==> config.mk <==
export PLATFORM = sky130hd
export DESIGN_NAME = cursor_linked_list_free_stack
export DESIGN_NICKNAME = d
export VERILOG_FILES = /design/src/design/clfs_pkg.sv /design/src/design/clfs_ram.sv /design/src/design/cursor_linked_list_free_stack.sv
export SDC_FILE = /design/constraint.sdc
export NUM_CORES = 1
export LEC_CHECK = 0
export ABC_AREA = 1
export BUFFER_PORTS_ARGS = -buffer_cell sky130_fd_sc_hd__buf_2
export CAP_MARGIN = 20
export CORE_ASPECT_RATIO = 0.8
export CORE_MARGIN = 1
export CORE_UTILIZATION = 47
export DETAILED_ROUTE_END_ITERATION = 12
export SLEW_MARGIN = 25
export SYNTH_ARGS = -nofsm -noshare
export SYNTH_HDL_FRONTEND = slang
export SYNTH_HIERARCHICAL = 1
export SYNTH_SLANG_ARGS = --single-unit
==> constraint.sdc <==
create_clock -name clk -period 4.1 [get_ports clk]
set_clock_uncertainty 0.1 [all_clocks]
set_input_delay 0.41 -clock clk [delete_from_list [all_inputs] [get_ports clk]]
set_output_delay 0.41 -clock clk [all_outputs]
set_load 0.01 [all_outputs]
==> src/design/clfs_pkg.sv <==
`default_nettype none

package clfs_pkg;

  localparam int CmdWidth    = 2;
  localparam int PosWidth    = 4;
  localparam int ValueWidth  = 16;
  localparam int StatusWidth = 2;
  localparam int CountWidth  = 4;

  typedef enum logic [CmdWidth-1:0] {
    CMD_INSERT   = 2'd0,
    CMD_REMOVE   = 2'd1,
    CMD_READ     = 2'd2,
    CMD_TRAVERSE = 2'd3
  } cmd_t;

  typedef enum logic [StatusWidth-1:0] {
    STATUS_OK       = 2'd0,
    STATUS_RANGE    = 2'd1,
    STATUS_OVERFLOW = 2'd2
  } status_t;

  typedef enum logic [3:0] {
    ST_IDLE,
    ST_POP,
    ST_WALK,
    ST_INS_NODE,
    ST_INS_LINK,
    ST_RM_RD,
    ST_RM_UNLINK,
    ST_RM_FREE,
    ST_RD_RD,
    ST_RD_WB,
    ST_TR_RD,
    ST_TR_WB,
    ST_EMIT
  } state_t;

endpackage

`default_nettype wire

==> src/design/clfs_ram.sv <==
`default_nettype none

module clfs_ram #(
  parameter int WIDTH = 16,
  parameter int DEPTH = 8
) (
  input  wire logic                     clk,
  input  wire logic                     wr_en,
  input  wire logic [$clog2(DEPTH)-1:0] wr_addr,
  input  wire logic [WIDTH-1:0]         wr_data,
  input  wire logic [$clog2(DEPTH)-1:0] rd_addr,
  output logic      [WIDTH-1:0]         rd_data
);

  logic [WIDTH-1:0] mem [DEPTH];

  always_ff @(posedge clk) begin
    if (wr_en) begin
      mem[wr_addr] <= wr_data;
    end
    rd_data <= mem[rd_addr];
  end

endmodule

`default_nettype wire

==> src/design/cursor_linked_list_free_stack.sv <==
// Channel   Direction  Handshake          Payload
// in_       input      in_valid/in_stall  in_command, in_position, in_entry_value
// out_      output     out_valid/out_stall out_status, out_value, out_entry_count, out_last
//
// One item at a time. Insert, remove and read first walk from the head to the position,
// following one link per read, limited by the single read port of the link memory;
// an out-of-range item goes straight to its result. Traverse reads each entry in turn
// and gives one result for each, the last one marked by out_last.
// Reset is synchronous and empties the list; node memories are not cleared.
// A finished result waits in the output register while the next item is taken.

`default_nettype none

module cursor_linked_list_free_stack #(
  parameter int MAX_NODES = 8
) (
  input  wire logic                                clk,
  input  wire logic                                rst_n,
  input  wire logic                                in_valid,
  output logic                                     in_stall,
  input  wire logic [clfs_pkg::CmdWidth-1:0]       in_command,
  input  wire logic [clfs_pkg::PosWidth-1:0]       in_position,
  input  wire logic [clfs_pkg::ValueWidth-1:0]     in_entry_value,
  output logic                                     out_valid,
  input  wire logic                                out_stall,
  output logic      [clfs_pkg::StatusWidth-1:0]    out_status,
  output logic      [clfs_pkg::ValueWidth-1:0]     out_value,
  output logic      [clfs_pkg::CountWidth-1:0]     out_entry_count,
  output logic                                     out_last
);

  // Node indices reach MAX_NODES, which stands for the null link.
  localparam int IdxW = $clog2(MAX_NODES + 1);
  localparam int AddrW = $clog2(MAX_NODES);
  localparam int CntW = $clog2(MAX_NODES + 1);
  localparam int CmpW = (CntW > clfs_pkg::PosWidth) ? CntW : clfs_pkg::PosWidth;
  localparam logic [IdxW-1:0] NullIdx = IdxW'(MAX_NODES);

  clfs_pkg::state_t  state_r, state_nxt;
  clfs_pkg::cmd_t    cmd_r, cmd_nxt;
  clfs_pkg::status_t res_status_r, res_status_nxt;
  clfs_pkg::status_t out_status_r, out_status_nxt;

  logic [IdxW-1:0] free_top_r, free_top_nxt;
  logic [IdxW-1:0] hw_r, hw_nxt;
  logic [IdxW-1:0] first_r, first_nxt;
  logic [CntW-1:0] count_r, count_nxt;
  logic [IdxW-1:0] cur_r, cur_nxt;
  logic [IdxW-1:0] prev_r, prev_nxt;
  logic [IdxW-1:0] fresh_r, fresh_nxt;
  logic [clfs_pkg::PosWidth-1:0] hops_r, hops_nxt;
  logic            pend_r, pend_nxt;
  logic            pos_zero_r, pos_zero_nxt;
  logic [CntW-1:0] rem_r, rem_nxt;
  logic [clfs_pkg::ValueWidth-1:0] x_r, x_nxt;
  logic [clfs_pkg::ValueWidth-1:0] res_value_r, res_value_nxt;
  logic            res_last_r, res_last_nxt;

  logic            out_valid_r, out_valid_nxt;
  logic [clfs_pkg::ValueWidth-1:0] out_value_r, out_value_nxt;
  logic [clfs_pkg::CountWidth-1:0] out_count_r, out_count_nxt;
  logic            out_last_r, out_last_nxt;

  logic                             link_we;
  logic [AddrW-1:0]                 link_waddr;
  logic [IdxW-1:0]                  link_wdata;
  logic [AddrW-1:0]                 link_raddr;
  logic [IdxW-1:0]                  link_rdata;
  logic                             val_we;
  logic [AddrW-1:0]                 val_waddr;
  logic [clfs_pkg::ValueWidth-1:0]  val_rdata;

  logic            accept;
  logic            out_free;
  logic [CmpW-1:0] pos_ext;
  logic [CmpW-1:0] cnt_ext;
  logic            free_empty;
  logic [IdxW-1:0] cur_sel;

  clfs_ram #(
    .WIDTH(IdxW),
    .DEPTH(MAX_NODES)
  ) u_link_ram (
    .clk    (clk),
    .wr_en  (link_we),
    .wr_addr(link_waddr),
    .wr_data(link_wdata),
    .rd_addr(link_raddr),
    .rd_data(link_rdata)
  );

  clfs_ram #(
    .WIDTH(clfs_pkg::ValueWidth),
    .DEPTH(MAX_NODES)
  ) u_value_ram (
    .clk    (clk),
    .wr_en  (val_we),
    .wr_addr(val_waddr),
    .wr_data(x_r),
    .rd_addr(cur_r[AddrW-1:0]),
    .rd_data(val_rdata)
  );

  assign in_stall        = (state_r != clfs_pkg::ST_IDLE);
  assign accept          = in_valid && !in_stall;
  assign out_free        = !out_valid_r || !out_stall;
  assign pos_ext         = CmpW'(in_position);
  assign cnt_ext         = CmpW'(count_r);
  assign free_empty      = (free_top_r == NullIdx);
  // While walking, the link read of the previous cycle already names the next node.
  assign cur_sel         = pend_r ? link_rdata : cur_r;

  assign out_valid       = out_valid_r;
  assign out_status      = out_status_r;
  assign out_value       = out_value_r;
  assign out_entry_count = out_count_r;
  assign out_last        = out_last_r;

  always_comb begin
    state_nxt = state_r;
    unique case (state_r)
      clfs_pkg::ST_IDLE: begin
        if (accept) begin
          unique case (clfs_pkg::cmd_t'(in_command))
            clfs_pkg::CMD_INSERT: begin
              if (pos_ext > cnt_ext) begin
                state_nxt = clfs_pkg::ST_EMIT;
              end else if (!free_empty) begin
                state_nxt = clfs_pkg::ST_POP;
              end else if (hw_r != NullIdx) begin
                state_nxt = clfs_pkg::ST_WALK;
              end else begin
                state_nxt = clfs_pkg::ST_EMIT;
              end
            end
            clfs_pkg::CMD_REMOVE, clfs_pkg::CMD_READ: begin
              state_nxt = (pos_ext >= cnt_ext) ? clfs_pkg::ST_EMIT : clfs_pkg::ST_WALK;
            end
            clfs_pkg::CMD_TRAVERSE: begin
              state_nxt = (count_r == '0) ? clfs_pkg::ST_EMIT : clfs_pkg::ST_TR_RD;
            end
          endcase
        end
      end
      clfs_pkg::ST_POP: state_nxt = clfs_pkg::ST_WALK;
      clfs_pkg::ST_WALK: begin
        if (hops_r == '0) begin
          unique case (cmd_r)
            clfs_pkg::CMD_INSERT: state_nxt = clfs_pkg::ST_INS_NODE;
            clfs_pkg::CMD_REMOVE: state_nxt = clfs_pkg::ST_RM_RD;
            default:              state_nxt = clfs_pkg::ST_RD_RD;
          endcase
        end
      end
      clfs_pkg::ST_INS_NODE: begin
        state_nxt = pos_zero_r ? clfs_pkg::ST_EMIT : clfs_pkg::ST_INS_LINK;
      end
      clfs_pkg::ST_INS_LINK:  state_nxt = clfs_pkg::ST_EMIT;
      clfs_pkg::ST_RM_RD:     state_nxt = clfs_pkg::ST_RM_UNLINK;
      clfs_pkg::ST_RM_UNLINK: state_nxt = clfs_pkg::ST_RM_FREE;
      clfs_pkg::ST_RM_FREE:   state_nxt = clfs_pkg::ST_EMIT;
      clfs_pkg::ST_RD_RD:     state_nxt = clfs_pkg::ST_RD_WB;
      clfs_pkg::ST_RD_WB:     state_nxt = clfs_pkg::ST_EMIT;
      clfs_pkg::ST_TR_RD:     state_nxt = clfs_pkg::ST_TR_WB;
      clfs_pkg::ST_TR_WB:     state_nxt = clfs_pkg::ST_EMIT;
      clfs_pkg::ST_EMIT: begin
        if (out_free) begin
          state_nxt = res_last_r ? clfs_pkg::ST_IDLE : clfs_pkg::ST_TR_RD;
        end
      end
      default: state_nxt = clfs_pkg::ST_IDLE;
    endcase
  end

  always_comb begin
    cmd_nxt        = cmd_r;
    res_status_nxt = res_status_r;
    res_value_nxt  = res_value_r;
    res_last_nxt   = res_last_r;
    free_top_nxt   = free_top_r;
    hw_nxt         = hw_r;
    first_nxt      = first_r;
    count_nxt      = count_r;
    cur_nxt        = cur_r;
    prev_nxt       = prev_r;
    fresh_nxt      = fresh_r;
    hops_nxt       = hops_r;
    pend_nxt       = pend_r;
    pos_zero_nxt   = pos_zero_r;
    rem_nxt        = rem_r;
    x_nxt          = x_r;
    out_valid_nxt  = out_valid_r && out_stall;
    out_status_nxt = out_status_r;
    out_value_nxt  = out_value_r;
    out_count_nxt  = out_count_r;
    out_last_nxt   = out_last_r;
    link_we        = 1'b0;
    link_waddr     = cur_r[AddrW-1:0];
    link_wdata     = free_top_r;
    link_raddr     = cur_r[AddrW-1:0];
    val_we         = 1'b0;
    val_waddr      = fresh_r[AddrW-1:0];

    unique case (state_r)
      clfs_pkg::ST_IDLE: begin
        // The free stack's next link is read ahead for a possible insert.
        link_raddr = free_top_r[AddrW-1:0];
        if (accept) begin
          cmd_nxt        = clfs_pkg::cmd_t'(in_command);
          x_nxt          = in_entry_value;
          hops_nxt       = in_position;
          pos_zero_nxt   = (in_position == '0);
          cur_nxt        = first_r;
          prev_nxt       = NullIdx;
          pend_nxt       = 1'b0;
          rem_nxt        = count_r;
          res_value_nxt  = '0;
          res_last_nxt   = 1'b1;
          res_status_nxt = clfs_pkg::STATUS_OK;
          unique case (clfs_pkg::cmd_t'(in_command))
            clfs_pkg::CMD_INSERT: begin
              if (pos_ext > cnt_ext) begin
                res_status_nxt = clfs_pkg::STATUS_RANGE;
              end else if (!free_empty) begin
                fresh_nxt = free_top_r;
              end else if (hw_r != NullIdx) begin
                fresh_nxt = hw_r;
                hw_nxt    = IdxW'(hw_r + 1'b1);
              end else begin
                res_status_nxt = clfs_pkg::STATUS_OVERFLOW;
              end
            end
            clfs_pkg::CMD_REMOVE, clfs_pkg::CMD_READ: begin
              if (pos_ext >= cnt_ext) begin
                res_status_nxt = clfs_pkg::STATUS_RANGE;
              end
            end
            clfs_pkg::CMD_TRAVERSE: begin
              if (count_r == '0) begin
                res_status_nxt = clfs_pkg::STATUS_RANGE;
              end
            end
          endcase
        end
      end
      clfs_pkg::ST_POP: begin
        free_top_nxt = link_rdata;
      end
      clfs_pkg::ST_WALK: begin
        if (hops_r == '0) begin
          cur_nxt  = cur_sel;
          pend_nxt = 1'b0;
        end else begin
          link_raddr = cur_sel[AddrW-1:0];
          prev_nxt   = cur_sel;
          cur_nxt    = cur_sel;
          pend_nxt   = 1'b1;
          hops_nxt   = hops_r - 1'b1;
        end
      end
      clfs_pkg::ST_INS_NODE: begin
        // The walk ended on the node that will follow the new one.
        link_we    = 1'b1;
        link_waddr = fresh_r[AddrW-1:0];
        link_wdata = cur_r;
        val_we     = 1'b1;
        count_nxt  = CntW'(count_r + 1'b1);
        if (pos_zero_r) begin
          first_nxt = fresh_r;
        end
      end
      clfs_pkg::ST_INS_LINK: begin
        link_we    = 1'b1;
        link_waddr = prev_r[AddrW-1:0];
        link_wdata = fresh_r;
      end
      clfs_pkg::ST_RM_UNLINK: begin
        res_value_nxt = val_rdata;
        if (pos_zero_r) begin
          first_nxt = link_rdata;
        end else begin
          link_we    = 1'b1;
          link_waddr = prev_r[AddrW-1:0];
          link_wdata = link_rdata;
        end
      end
      clfs_pkg::ST_RM_FREE: begin
        link_we      = 1'b1;
        link_waddr   = cur_r[AddrW-1:0];
        link_wdata   = free_top_r;
        free_top_nxt = cur_r;
        count_nxt    = CntW'(count_r - 1'b1);
      end
      clfs_pkg::ST_RD_WB: begin
        res_value_nxt = val_rdata;
      end
      clfs_pkg::ST_TR_WB: begin
        res_value_nxt = val_rdata;
        res_last_nxt  = (rem_r == CntW'(1));
        rem_nxt       = CntW'(rem_r - 1'b1);
        cur_nxt       = link_rdata;
      end
      clfs_pkg::ST_EMIT: begin
        if (out_free) begin
          out_valid_nxt  = 1'b1;
          out_status_nxt = res_status_r;
          out_value_nxt  = res_value_r;
          out_count_nxt  = clfs_pkg::CountWidth'(count_r);
          out_last_nxt   = res_last_r;
        end
      end
      default: begin
      end
    endcase
  end

  always_ff @(posedge clk) begin
    if (!rst_n) begin
      state_r     <= clfs_pkg::ST_IDLE;
      out_valid_r <= 1'b0;
      free_top_r  <= NullIdx;
      hw_r        <= '0;
      first_r     <= NullIdx;
      count_r     <= '0;
      pend_r      <= 1'b0;
    end else begin
      state_r     <= state_nxt;
      out_valid_r <= out_valid_nxt;
      free_top_r  <= free_top_nxt;
      hw_r        <= hw_nxt;
      first_r     <= first_nxt;
      count_r     <= count_nxt;
      pend_r      <= pend_nxt;
    end
  end

  always_ff @(posedge clk) begin
    cmd_r        <= cmd_nxt;
    res_status_r <= res_status_nxt;
    res_value_r  <= res_value_nxt;
    res_last_r   <= res_last_nxt;
    cur_r        <= cur_nxt;
    prev_r       <= prev_nxt;
    fresh_r      <= fresh_nxt;
    hops_r       <= hops_nxt;
    pos_zero_r   <= pos_zero_nxt;
    rem_r        <= rem_nxt;
    x_r          <= x_nxt;
    out_status_r <= out_status_nxt;
    out_value_r  <= out_value_nxt;
    out_count_r  <= out_count_nxt;
    out_last_r   <= out_last_nxt;
  end

endmodule

`default_nettype wire
### Word-level counts from Yosys, hierarchy flattened

Memories as Yosys holds them, arrays and structs flattened. A register that Yosys moved wholly into a read port is not among the register bits.
Cells that the tools add are included.

* register bits: 102
* memory bits (writable): 160
* word-level logic and storage cells: 152
* memories: 2

Memories
* u_value_ram.mem: depth 8, bits a word 16, rd ports 1, clocked after Yosys merged registers in 1, wr ports 1, RTL line clfs_ram.sv:15 `logic [WIDTH-1:0] mem [DEPTH];`
* u_link_ram.mem: depth 8, bits a word 4, rd ports 1, clocked after Yosys merged registers in 1, wr ports 1, RTL line clfs_ram.sv:15

* add/subtract/negate cells: 5
* order comparisons: 2
* equal/unequal tests: 26
* mux-type cells: 59
* bitwise logic cells: 1
* reductions and logical operators: 35

Operator list (count)
* two-way mux 4 bit: 19
* case mux 4 bit (2 select lines): 6
* case mux 4 bit (10 select lines): 1
* case mux 4 bit (3 select lines): 3
* case mux 16 bit (2 select lines): 1
* == test 4 bit, second input constant: 6
* == test 4 x 3 -> 1 bit, second input constant: 4
* logical NOT 4 bit: 4
* two-way mux 16 bit: 1
* two-way mux 3 bit: 5
* two-way mux 1 bit: 13
* inequality test 2 bit, second input constant: 6
* case mux 3 bit (2 select lines): 2
* AND reduction 2 bit: 6
* nonzero test 2 bit: 6
* subtractor 4 x 1 -> 4 bit, second input constant: 3
* case mux 3 bit (3 select lines): 1
* AND reduction 3 bit: 3
* adder 4 x 1 -> 4 bit, second input constant: 2
* == test 4 x 1 -> 1 bit, second input constant: 2
* == test 4 x 2 -> 1 bit, second input constant: 2
* two-way mux 2 bit: 3
* case mux 1 bit (2 select lines): 3
* case mux 2 bit (3 select lines): 1
* other kinds (18): 25

### Logic depth before layout (Yosys ltp)

Gate-level depths: netlist of the first run.

* depth after elaboration: 7
* mapped depth: 16
* gate-level depth less buffers: 14

### Modules after synthesis

The synthesis of the first run kept the hierarchy.

Modules (own cells, without submodules)
* clfs_ram (u_value_ram): times used 1, cells an instance 587, area an instance 5989.5 sq um
* cursor_linked_list_free_stack: times used 1, cells an instance 445, area an instance 4650.7 sq um
* clfs_ram (u_link_ram): times used 1, cells an instance 160, area an instance 1567.8 sq um

### Least setup slack after synthesis of the first run

Ideal clock, no wire load.

* kind: flip-flop to flip-flop
* start point: register state_r[0]
* end point: register out_count_r, in the netlist out_entry_count[0] (enable)
* library setup time: 0.411 ns
* data arrival time: 1.844 ns
* required time: 3.589 ns
* path slack: 1.745 ns
* cell stages (with the launch flop): 5
* path buffers: 1
* period minus slack after synthesis: 2.355 ns
* path through: dfxtp_1 buf_6 nor2_4 nand3_1 a21oi_1

* word-level cells in the longest chain between the ends: 2

Ends and longest elaborated chain
* from (decl): RTL line cursor_linked_list_free_stack.sv:39 `clfs_pkg::state_t state_r, state_nxt;`
* from (signal assigned): RTL line cursor_linked_list_free_stack.sv:319 `state_r <= clfs_pkg::ST_IDLE;`
* from (signal assigned): RTL line cursor_linked_list_free_stack.sv:327 `state_r <= state_nxt;`
* == test 4 bit: RTL line cursor_linked_list_free_stack.sv:204 `unique case (state_r)`
* AND reduction 2 bit (no source line)
* to (signal assigned): RTL line cursor_linked_list_free_stack.sv:351 `out_count_r <= out_count_nxt;`
* to (decl): RTL line cursor_linked_list_free_stack.sv:61 `logic [clfs_pkg::CountWidth-1:0] out_count_r, out_count_nxt;`

Every way passes these cells.
A chain may end at the register's enable or synchronous reset.

### Worst setup path in the final report of the first run

* start point: register state_r[3]
* end point: register u_link_ram.rd_data[1], read port of u_link_ram.mem

* word-level cells in the longest chain between the ends: 2
* elaborated cells on any way between the ends: 3
* those cells by class: eq/ne (1); mux (1); reduce/logical (1)

Ends and longest elaborated chain
* == test 4 x 2 -> 1 bit / logical NOT 4 bit (equally long branches): RTL line cursor_linked_list_free_stack.sv:204
* case mux 3 bit (2 select lines) (*): RTL line cursor_linked_list_free_stack.sv:204
* via link_raddr[1]: RTL line cursor_linked_list_free_stack.sv:67 `logic [AddrW-1:0] link_raddr;`
* to (decl): RTL line clfs_ram.sv:12 `output logic [WIDTH-1:0] rd_data`

The timed path passes the listed nets; every way through them passes the cells marked *.

==> key figures, run 1 <==
CTS
  • Max Buffers Root-to-Sink: 3
  • Clk slew on worst S/H paths: 60 ps
  • Worst skew pair latency: approximately 530 ps
  • CTS Buf Count: 28
  • H-tree levels: 1
  • CTS tree: built
  • Resize count post-CTS: 0
  • Root buffer cell: clkbuf_16
  • Clk sinks: roughly 280

Hold path
  • Hold depth: 3
  • Hold Path Class: primary input to flip-flop
  • Worst Hold End: out_valid
  • Hold Path Origin: out_stall

Timing
  • Worst relative slew slack: 0.418
  • Min Hold Slack: 95.1 ps
  • # setup viols final: 0
  • Final hold vios: 0
  • RSZ-0062 raised after global routing: false
  • Slew of the pin with the lowest slew margin: just under 900 ps
  • Tmin final: 2610 ps
  • Setup total negative slack: 0 ps
  • Period utilisation layout: 0.636
  • Maximum clock rate: about 380 MHz
  • Final max-slew violation count: 0

Yosys
  • Seq/Total Area, Yosys: 0.659
  • Synth Instances: roughly 1,200
  • Area leader, netlist: edfxtp_1
  • Synth warn: 6
  • Largest cells by area after synthesis: edfxtp_1 (59%), nand2_1 (10%), inv_1 (7.1%)
  • Syn Std Cell Area: between 0.01 and 0.015 mm²
  • Dominant synthesized flop cell: edfxtp_1
  • Asr flop ratio synth: 0
  • Post-synth net total: 1,232
  • Number of synthesized flops with an enable pin: 240
  • Number of synthesized register bits: around 280
  • Yosys top cell area share: 0.590
  • Post-synth top cells: nand2_1 (335), edfxtp_1 (240), inv_1 (230)
  • Post-synth cell types: 42
  • Most frequent cell after synthesis: nand2_1
  • Mapped Avg Cell Area: around 10 µm²

Worst setup path
  • Crit-path max FO: 15
  • R2R depth: 10
  • WP buf/inv: 2
  • CP most frequent cell: nand2_1
  • Worst Path Required: approximately 4400 ps
  • Max incr delay on CP: 700 ps
  • FF-to-FF Start: state_r[3]
  • CP Class: flip-flop to flip-flop
  • WP depth: 10
  • Critical Path Start Type: flip-flop
  • Reg2reg end: u_link_ram/rd_data[1]
  • Top Family by Delay on Critical Path: simple AND/OR/NAND/NOR gates
  • Reg2reg setup slack: ~1500 ps
  • CP endpoint kind: flip-flop
  • CP Cell Sequence: nor2_4 -> nand2_2 -> nor2_1 -> inv_1 -> o221ai_1 -> inv_2 -> nand3_1 -> nand2_1 -> nand2_1 -> nand2_1
  • WP data arrival: slightly below 3000 ps
  • Critical path's slowest cell: o221ai_1

Job
  • Max-cap violations: 0

Floorplan
  • Die area: 0.0266 mm²
  • DIE WIDTH: around 180 µm
  • Initial core utilization: 0.481
  • Row count: 52
  • CORE AREA: between 0.02 and 0.03 mm²
  • Chip height: between 100 and 150 µm
  • Io pins: 51

Power and ir drop
  • PD cells: approximately 640 mW/mm²
  • Overall Power: 8.83 mW
  • Maximum VDD drop: between 0.0003 and 0.0004 V
  • LEAKAGE: ~6 nW

Detailed routing
  • Via count: around 7,900
  • DRT Wirelength: approximately 25,000 µm
  • Initial DRC count: about 690
  • Average vias per placed instance: just under 5
  • Residual DRC: 0
  • Routed Antenna Nets: 0
  • Router iterations before antenna repair: 5
  • Drt wl/cell: 15.6 µm

Global route
  • First-pass GRT wire length: ~40,000 µm
  • GRT Residual Overflow: 0
  • Vias in the first global route: 7,241
  • GRT Util Overall: 0.194
  • Largest net degree at the start of global routing: 66
  • Initial antenna violation count: 0

Finish
  • Inserted Diodes: 0
  • Share of layout cells above drive strength 1: 0.114
  • # fillers: between 2,000 and 2,500
  • Net count, final: approximately 1,300
  • Finished Cell Area: approximately 0.014 mm²
  • Area grow syn2layout: 13.5%
  • Core Util, Final: 0.546

Placed design
  • Detailed Place HPWL: 15,700 µm
  • Routability Congestion: 0.886
  • Placed inst area: 0.0127 mm²
  • Buffers on Ports: 50

Run status
  • Status: finished clean
cell usage in the layout (no fill, tap or decap), types with 3 or more instances in the layout:
| master | synthesis | routed |
|---|---|---|
| nand2_1 | 335 | 335 |
| edfxtp_1 | 240 | 240 |
| inv_1 | 230 | 230 |
| nand3_1 | 100 | 100 |
| nor2_1 | 58 | 58 |
| buf_2 | 14 | 50 |
| dfxtp_1 | 42 | 42 |
| o21ai_0 | 34 | 34 |
| clkbuf_16 | 0 | 29 |
| a21oi_1 | 20 | 19 |
| dlygate4sd3_1 | 0 | 18 |
| buf_4 | 6 | 15 |
| ha_1 | 13 | 13 |
| nand2_2 | 11 | 11 |
| inv_2 | 10 | 9 |
| clkbuf_1 | 1 | 9 |
| nor2_4 | 6 | 6 |
| clkbuf_8 | 0 | 6 |
| o21ai_1 | 5 | 5 |
| a31oi_1 | 5 | 5 |
| nor3_1 | 5 | 5 |
| xor2_1 | 4 | 4 |
| o221ai_1 | 4 | 4 |
| nand4_1 | 4 | 4 |
| nand2_4 | 3 | 3 |
| inv_4 | 2 | 3 |
| nor2_2 | 3 | 3 |
| a221o_1 | 3 | 3 |
| a221oi_1 | 3 | 3 |
| clkinv_2 | 0 | 3 |
power by group:
part / switching, mW / leakage [nW] / internal (mW)
logic: 1.56 / 3.05 / 0.633
clock network: 1.02 / 0.453 / 1.53
registers: 0.319 / 2.54 / 3.77
metrics by stage:
step | setup slack (ps) | cells
3_5_place_dp | 1540 | 1549
5_1_grt | 1270 | 1618
6_report | 1490 | 1618
3_3_place_gp | 1590 | 1549
4_1_cts | 1540 | 1618
2_1_floorplan | 1750 | 1192
state kept, by name, indices dropped and copies added, names as in the netlist, 2 cells and up:
name,flops
u_value_ram/mem,128
u_link_ram/mem,32
out_value,16
res_value_r,16
u_value_ram/rd_data,16
x_r,16
cnt_ext,4
cur_r,4
first_r,4
free_top_r,4
fresh_r,4
hops_r,4
hw_r,4
out_entry_count,4
rem_r,4
state_r,4
u_link_ram/rd_data,4
prev_r,3
cmd_r,2
out_status,2
res_status_r,2
tightest hold or removal path, stage by stage:
cell and delay (ps):
buf_2 120, nand2_1 80, a21oi_1 70
worst max-delay path by stage:
stage / from / to / slack [ps]
6_report: state_r[3] / u_link_ram/rd_data[1] / 1490
4_1_cts: state_r[3] / u_link_ram/rd_data[1] / 1540
2_1_floorplan: state_r[0] / out_entry_count[0] / 1750
3_5_place_dp: state_r[3] / u_link_ram/rd_data[0] / 1540
5_1_grt: state_r[3] / u_link_ram/rd_data[2] / 1270
3_3_place_gp: state_r[1] / u_link_ram/rd_data[0] / 1590
cell families after synthesis:
group,after synthesis,share of synthesized area
simple gates,532,0.187
compound gates,84,0.0406
flops,282,0.659
xor+xnor,4,0.00287
fa+ha+maj,14,0.0150
buf+inv,275,0.0950
mux,1,0.000820
layer usage:
layer	GRT usage	wire length (µm)	part of all wire
met1	0.296	12300	0.49
met3	0.0264	1620	0.064
met5	0	0	0
met4	0.0483	448	0.018
met2	0.293	10900	0.43
area by class of cell:
type / count / area, µm² / area share
multi-input combinational: 635 / 3010 / 0.217
sequential: 282 / 8050 / 0.581
inverter: 243 / 920 / 0.0664
clock buffer: 44 / 842 / 0.0608
clock inverter: 7 / 86.3 / 0.00623
tap: 324 / 405 / 0.0293
timing repair buffer: 83 / 543 / 0.0392
timing repair:
action / 4_1_cts / 5_1_grt
hold buffers: 18 / 0
setup buffers: 0 / 0
endpoints found under the hold margin: 18 / 0
Power figures use the tool's default switching activity.
==> run 2: changes to the inputs <==
Settings changed: ABC_AREA 1 to 0, PLACE_DENSITY set to 0.66.
Clock period 4.1 ns to 2.4 ns, I/O delays scaled along.
==> run 2 against run 1 <==
Compared with the run above:
- the flow now finishes with violations (setup timing)
- worst setup slack got worse by 1500 ps
- design area rose by 0.23%
- sequential power rose by 71%
- clock-buffer cell count fell by 7
- register-to-register slack got worse by 1500 ps
- hold slack got worse by 20 ps
- sequential share of layout area fell by 0.13 points
- global-route usage rose by 0.11 points
- via count fell by 17%
- final cell count fell by 28%
- critical endpoint is now u_link_ram/rd_data[2]
- largest power group unchanged
- highest routed layer unchanged
==> key figures, run 2 <==
Run status
  • Status: finished with violations
  • Failing checks: setup timing

Worst setup path
  • WP data arrival: between 2000 and 3000 ps
  • CP Class: flip-flop to flip-flop
  • Critical Path Start Type: flip-flop
  • Max incr delay on CP: a little under 600 ps
  • R2R depth: 7
  • Reg2reg setup slack: -50 ps
  • CP endpoint kind: flip-flop
  • FF-to-FF Start: state_r[2]
  • WP buf/inv: 1
  • Reg2reg end: u_link_ram/rd_data[2]
  • Crit-path max FO: 8
  • CP Cell Sequence: or4b_4 -> nor2_4 -> a32oi_1 -> o21ai_1 -> buf_6 -> mux4_2 -> mux2_4
  • Worst Path Required: roughly 2700 ps
  • Top Family by Delay on Critical Path: multiplexers
  • Critical path's slowest cell: or4b_4

Placed design
  • Buffers on Ports: 50
  • Detailed Place HPWL: ~16,000 µm
  • Placed inst area: approximately 0.013 mm²
  • Routability Congestion: approximately 0.91

Timing
  • Final max-slew violation count: 0
  • Slew of the pin with the lowest slew margin: a little over 700 ps
  • Min Hold Slack: around 75 ps
  • Post-route setup slack: -46.1 ps
  • RSZ-0062 raised after global routing: true
  • Period utilisation layout: 1.02
  • Tmin final: 2450 ps
  • # setup viols final: 5
  • Worst relative slew slack: 0.530
  • Final hold vios: 0
  • Maximum clock rate: 409 MHz

Finish
  • Inserted Diodes: 0
  • Share of layout cells above drive strength 1: 0.265
  • Net count, final: ~880
  • Area grow syn2layout: 21.1%
  • Most frequent cells in the layout: edfxtp_1 (240), buf_4 (66), buf_2 (50), nor2_1 (42), dfxtp_1 (41)
  • Largest register by flop count: u_value_ram/mem
  • # fillers: ~1,800
  • Finished Cell Area: 0.0139 mm²
  • Most common library cell in the layout ignoring fill and taps: edfxtp_1
  • Top Registers: u_value_ram/mem (128), u_link_ram/mem (32)
  • Max FFs per register: roughly 130

Yosys
  • Asr flop ratio synth: 0
  • Post-synth net total: 731
  • Dominant synthesized flop cell: edfxtp_1
  • Yosys top cell area share: 0.628
  • Synth Instances: 691
  • Area leader, netlist: edfxtp_1
  • Post-synth top cells: edfxtp_1 (240), nor2_1 (48), dfxtp_1 (42)
  • Post-synth cell types: 67
  • Seq/Total Area, Yosys: 0.702
  • Largest cells by area after synthesis: edfxtp_1 (63%), mux4_1 (8.2%), dfxtp_1 (7.3%)
  • Number of synthesized flops with an enable pin: 240
  • Number of synthesized register bits: around 280
  • Mapped Avg Cell Area: 16.6 µm²
  • Synth warn: 6
  • Syn Std Cell Area: ~0.011 mm²
  • Most frequent cell after synthesis: edfxtp_1

Floorplan
  • Initial core utilization: 0.485
  • Io pins: between 50 and 60
  • Die area: about 0.025 mm²
  • Chip height: around 140 µm
  • DIE WIDTH: between 150 and 200 µm
  • Row count: 50
  • CORE AREA: around 0.024 mm²

Global route
  • First-pass GRT wire length: 36,800 µm
  • GRT Residual Overflow: 0
  • Initial antenna violation count: 0
  • Largest net degree at the start of global routing: 26
  • Vias in the first global route: roughly 6,600
  • GRT Util Overall: 0.195

Hold path
  • Hold Path Origin: in_valid
  • Hold depth: 4
  • Worst Hold End: hw_r[1]
  • Hold Path Class: primary input to flip-flop

CTS
  • Clk sinks: around 280
  • Worst skew pair latency: between 500 and 600 ps
  • Clk slew on worst S/H paths: around 60 ps
  • CTS tree: built
  • H-tree levels: 1
  • CTS Buf Count: 28
  • Root buffer cell: clkbuf_16
  • Max Buffers Root-to-Sink: 3

Power and ir drop
  • LEAKAGE: about 5 nW
  • Net Sw Power: around 4.5 mW
  • Clock power share: 0.294
  • Pint: approximately 11 mW
  • Sequential power share: 0.440
  • Maximum VDD drop: around 0.00054 V
  • Sw Share: 0.286
  • Overall Power: about 16 mW
  • PD cells: 1150 mW/mm²
  • Logic pwr share: 0.265

Detailed routing
  • Average vias per placed instance: between 5 and 6
  • Residual DRC: 0
  • Drt wl/cell: roughly 21 µm
  • Routed Antenna Nets: 0
  • Via count: 6,518
  • Initial DRC count: roughly 480
  • Router iterations before antenna repair: 7
  • DRT Wirelength: about 24,000 µm

Job
  • Max-cap violations: 0
[run 2: per-layer routing]
layer	GRT usage	vias to the layer above	share of wire
li1	-	3000	-
met1	0.281	3256	0.45
met2	0.307	219	0.46
met3	0.0300	43	0.062
met4	0.0608	0	0.024
met5	0	-	0
[run 2: worst max path at each step]
stage	from	to	slack (ps)	depth (start not counted)
global route	state_r[2]	u_link_ram/rd_data[2]	-140	7
finish	state_r[2]	u_link_ram/rd_data[2]	-50	7
CTS	state_r[2]	u_link_ram/rd_data[3]	-70	7
detailed placement	hops_r[0]	u_link_ram/rd_data[1]	-280	9
global placement	hops_r[0]	u_link_ram/rd_data[3]	-150	9
floorplan	state_r[3]	u_link_ram/rd_data[1]	-110	8
[run 2: timing repair]
action,CTS,global route
endpoints found under the setup margin,84,58
endpoints found under the hold margin,30,0
resized for setup,14,21
buffers inserted,2,1
hold buffers,25,0
pin swaps,0,1
[run 2: layout make-up]
| class | count | area (µm²) | area share |
|---|---|---|---|
| tap | 312 | 390 | 0.0281 |
| multi-input combinational | 352 | 3270 | 0.235 |
| inverter | 24 | 92.6 | 0.00667 |
| timing repair buffer | 147 | 1090 | 0.0785 |
| clock buffer | 37 | 766 | 0.0551 |
| clock inverter | 15 | 233 | 0.0168 |
| sequential | 282 | 8050 | 0.580 |
[run 2: power groups by stage]
stage / Clock [mW] / Sequential [mW] / Combinational (mW)
global route: 4.95 / 7.07 / 4.54
global placement: 0 / 7.03 / 3.84
detailed placement: 0 / 7.09 / 3.96
finish: 4.68 / 7.01 / 4.22
floorplan: 0 / 6.92 / 2.68
CTS: 4.75 / 7.00 / 4.09
[run 2: logic make-up after synthesis]
| group | after synthesis | synth area share |
|---|---|---|
| mux | 73 | 0.122 |
| fa+ha+maj | 14 | 0.0159 |
| buf+inv | 57 | 0.0231 |
| xor+xnor | 7 | 0.00535 |
| flops | 282 | 0.702 |
| simple gates | 160 | 0.0743 |
| compound gates | 98 | 0.0581 |
[run 2: worst register-to-register path, stage by stage, from the launching register on]
cell and delay [ps]:
dfxtp_1 310, or4b_4 580, nor2_4 110, a32oi_1 110, o21ai_1 130, buf_6 180
mux4_2 520, mux2_4 280
[run 2: per-stage QoR]
stage	utilization	worst slack [ps]	setup TNS [ps]	instances
floorplan	-	-111	-9980	691
global placement	0.530	-147	-560	1089
detailed placement	0.530	-284	-3100	1089
CTS	0.585	-68.3	-574	1168
global route	0.587	-136	-2500	1169
finish	0.587	-46.1	-132	1169
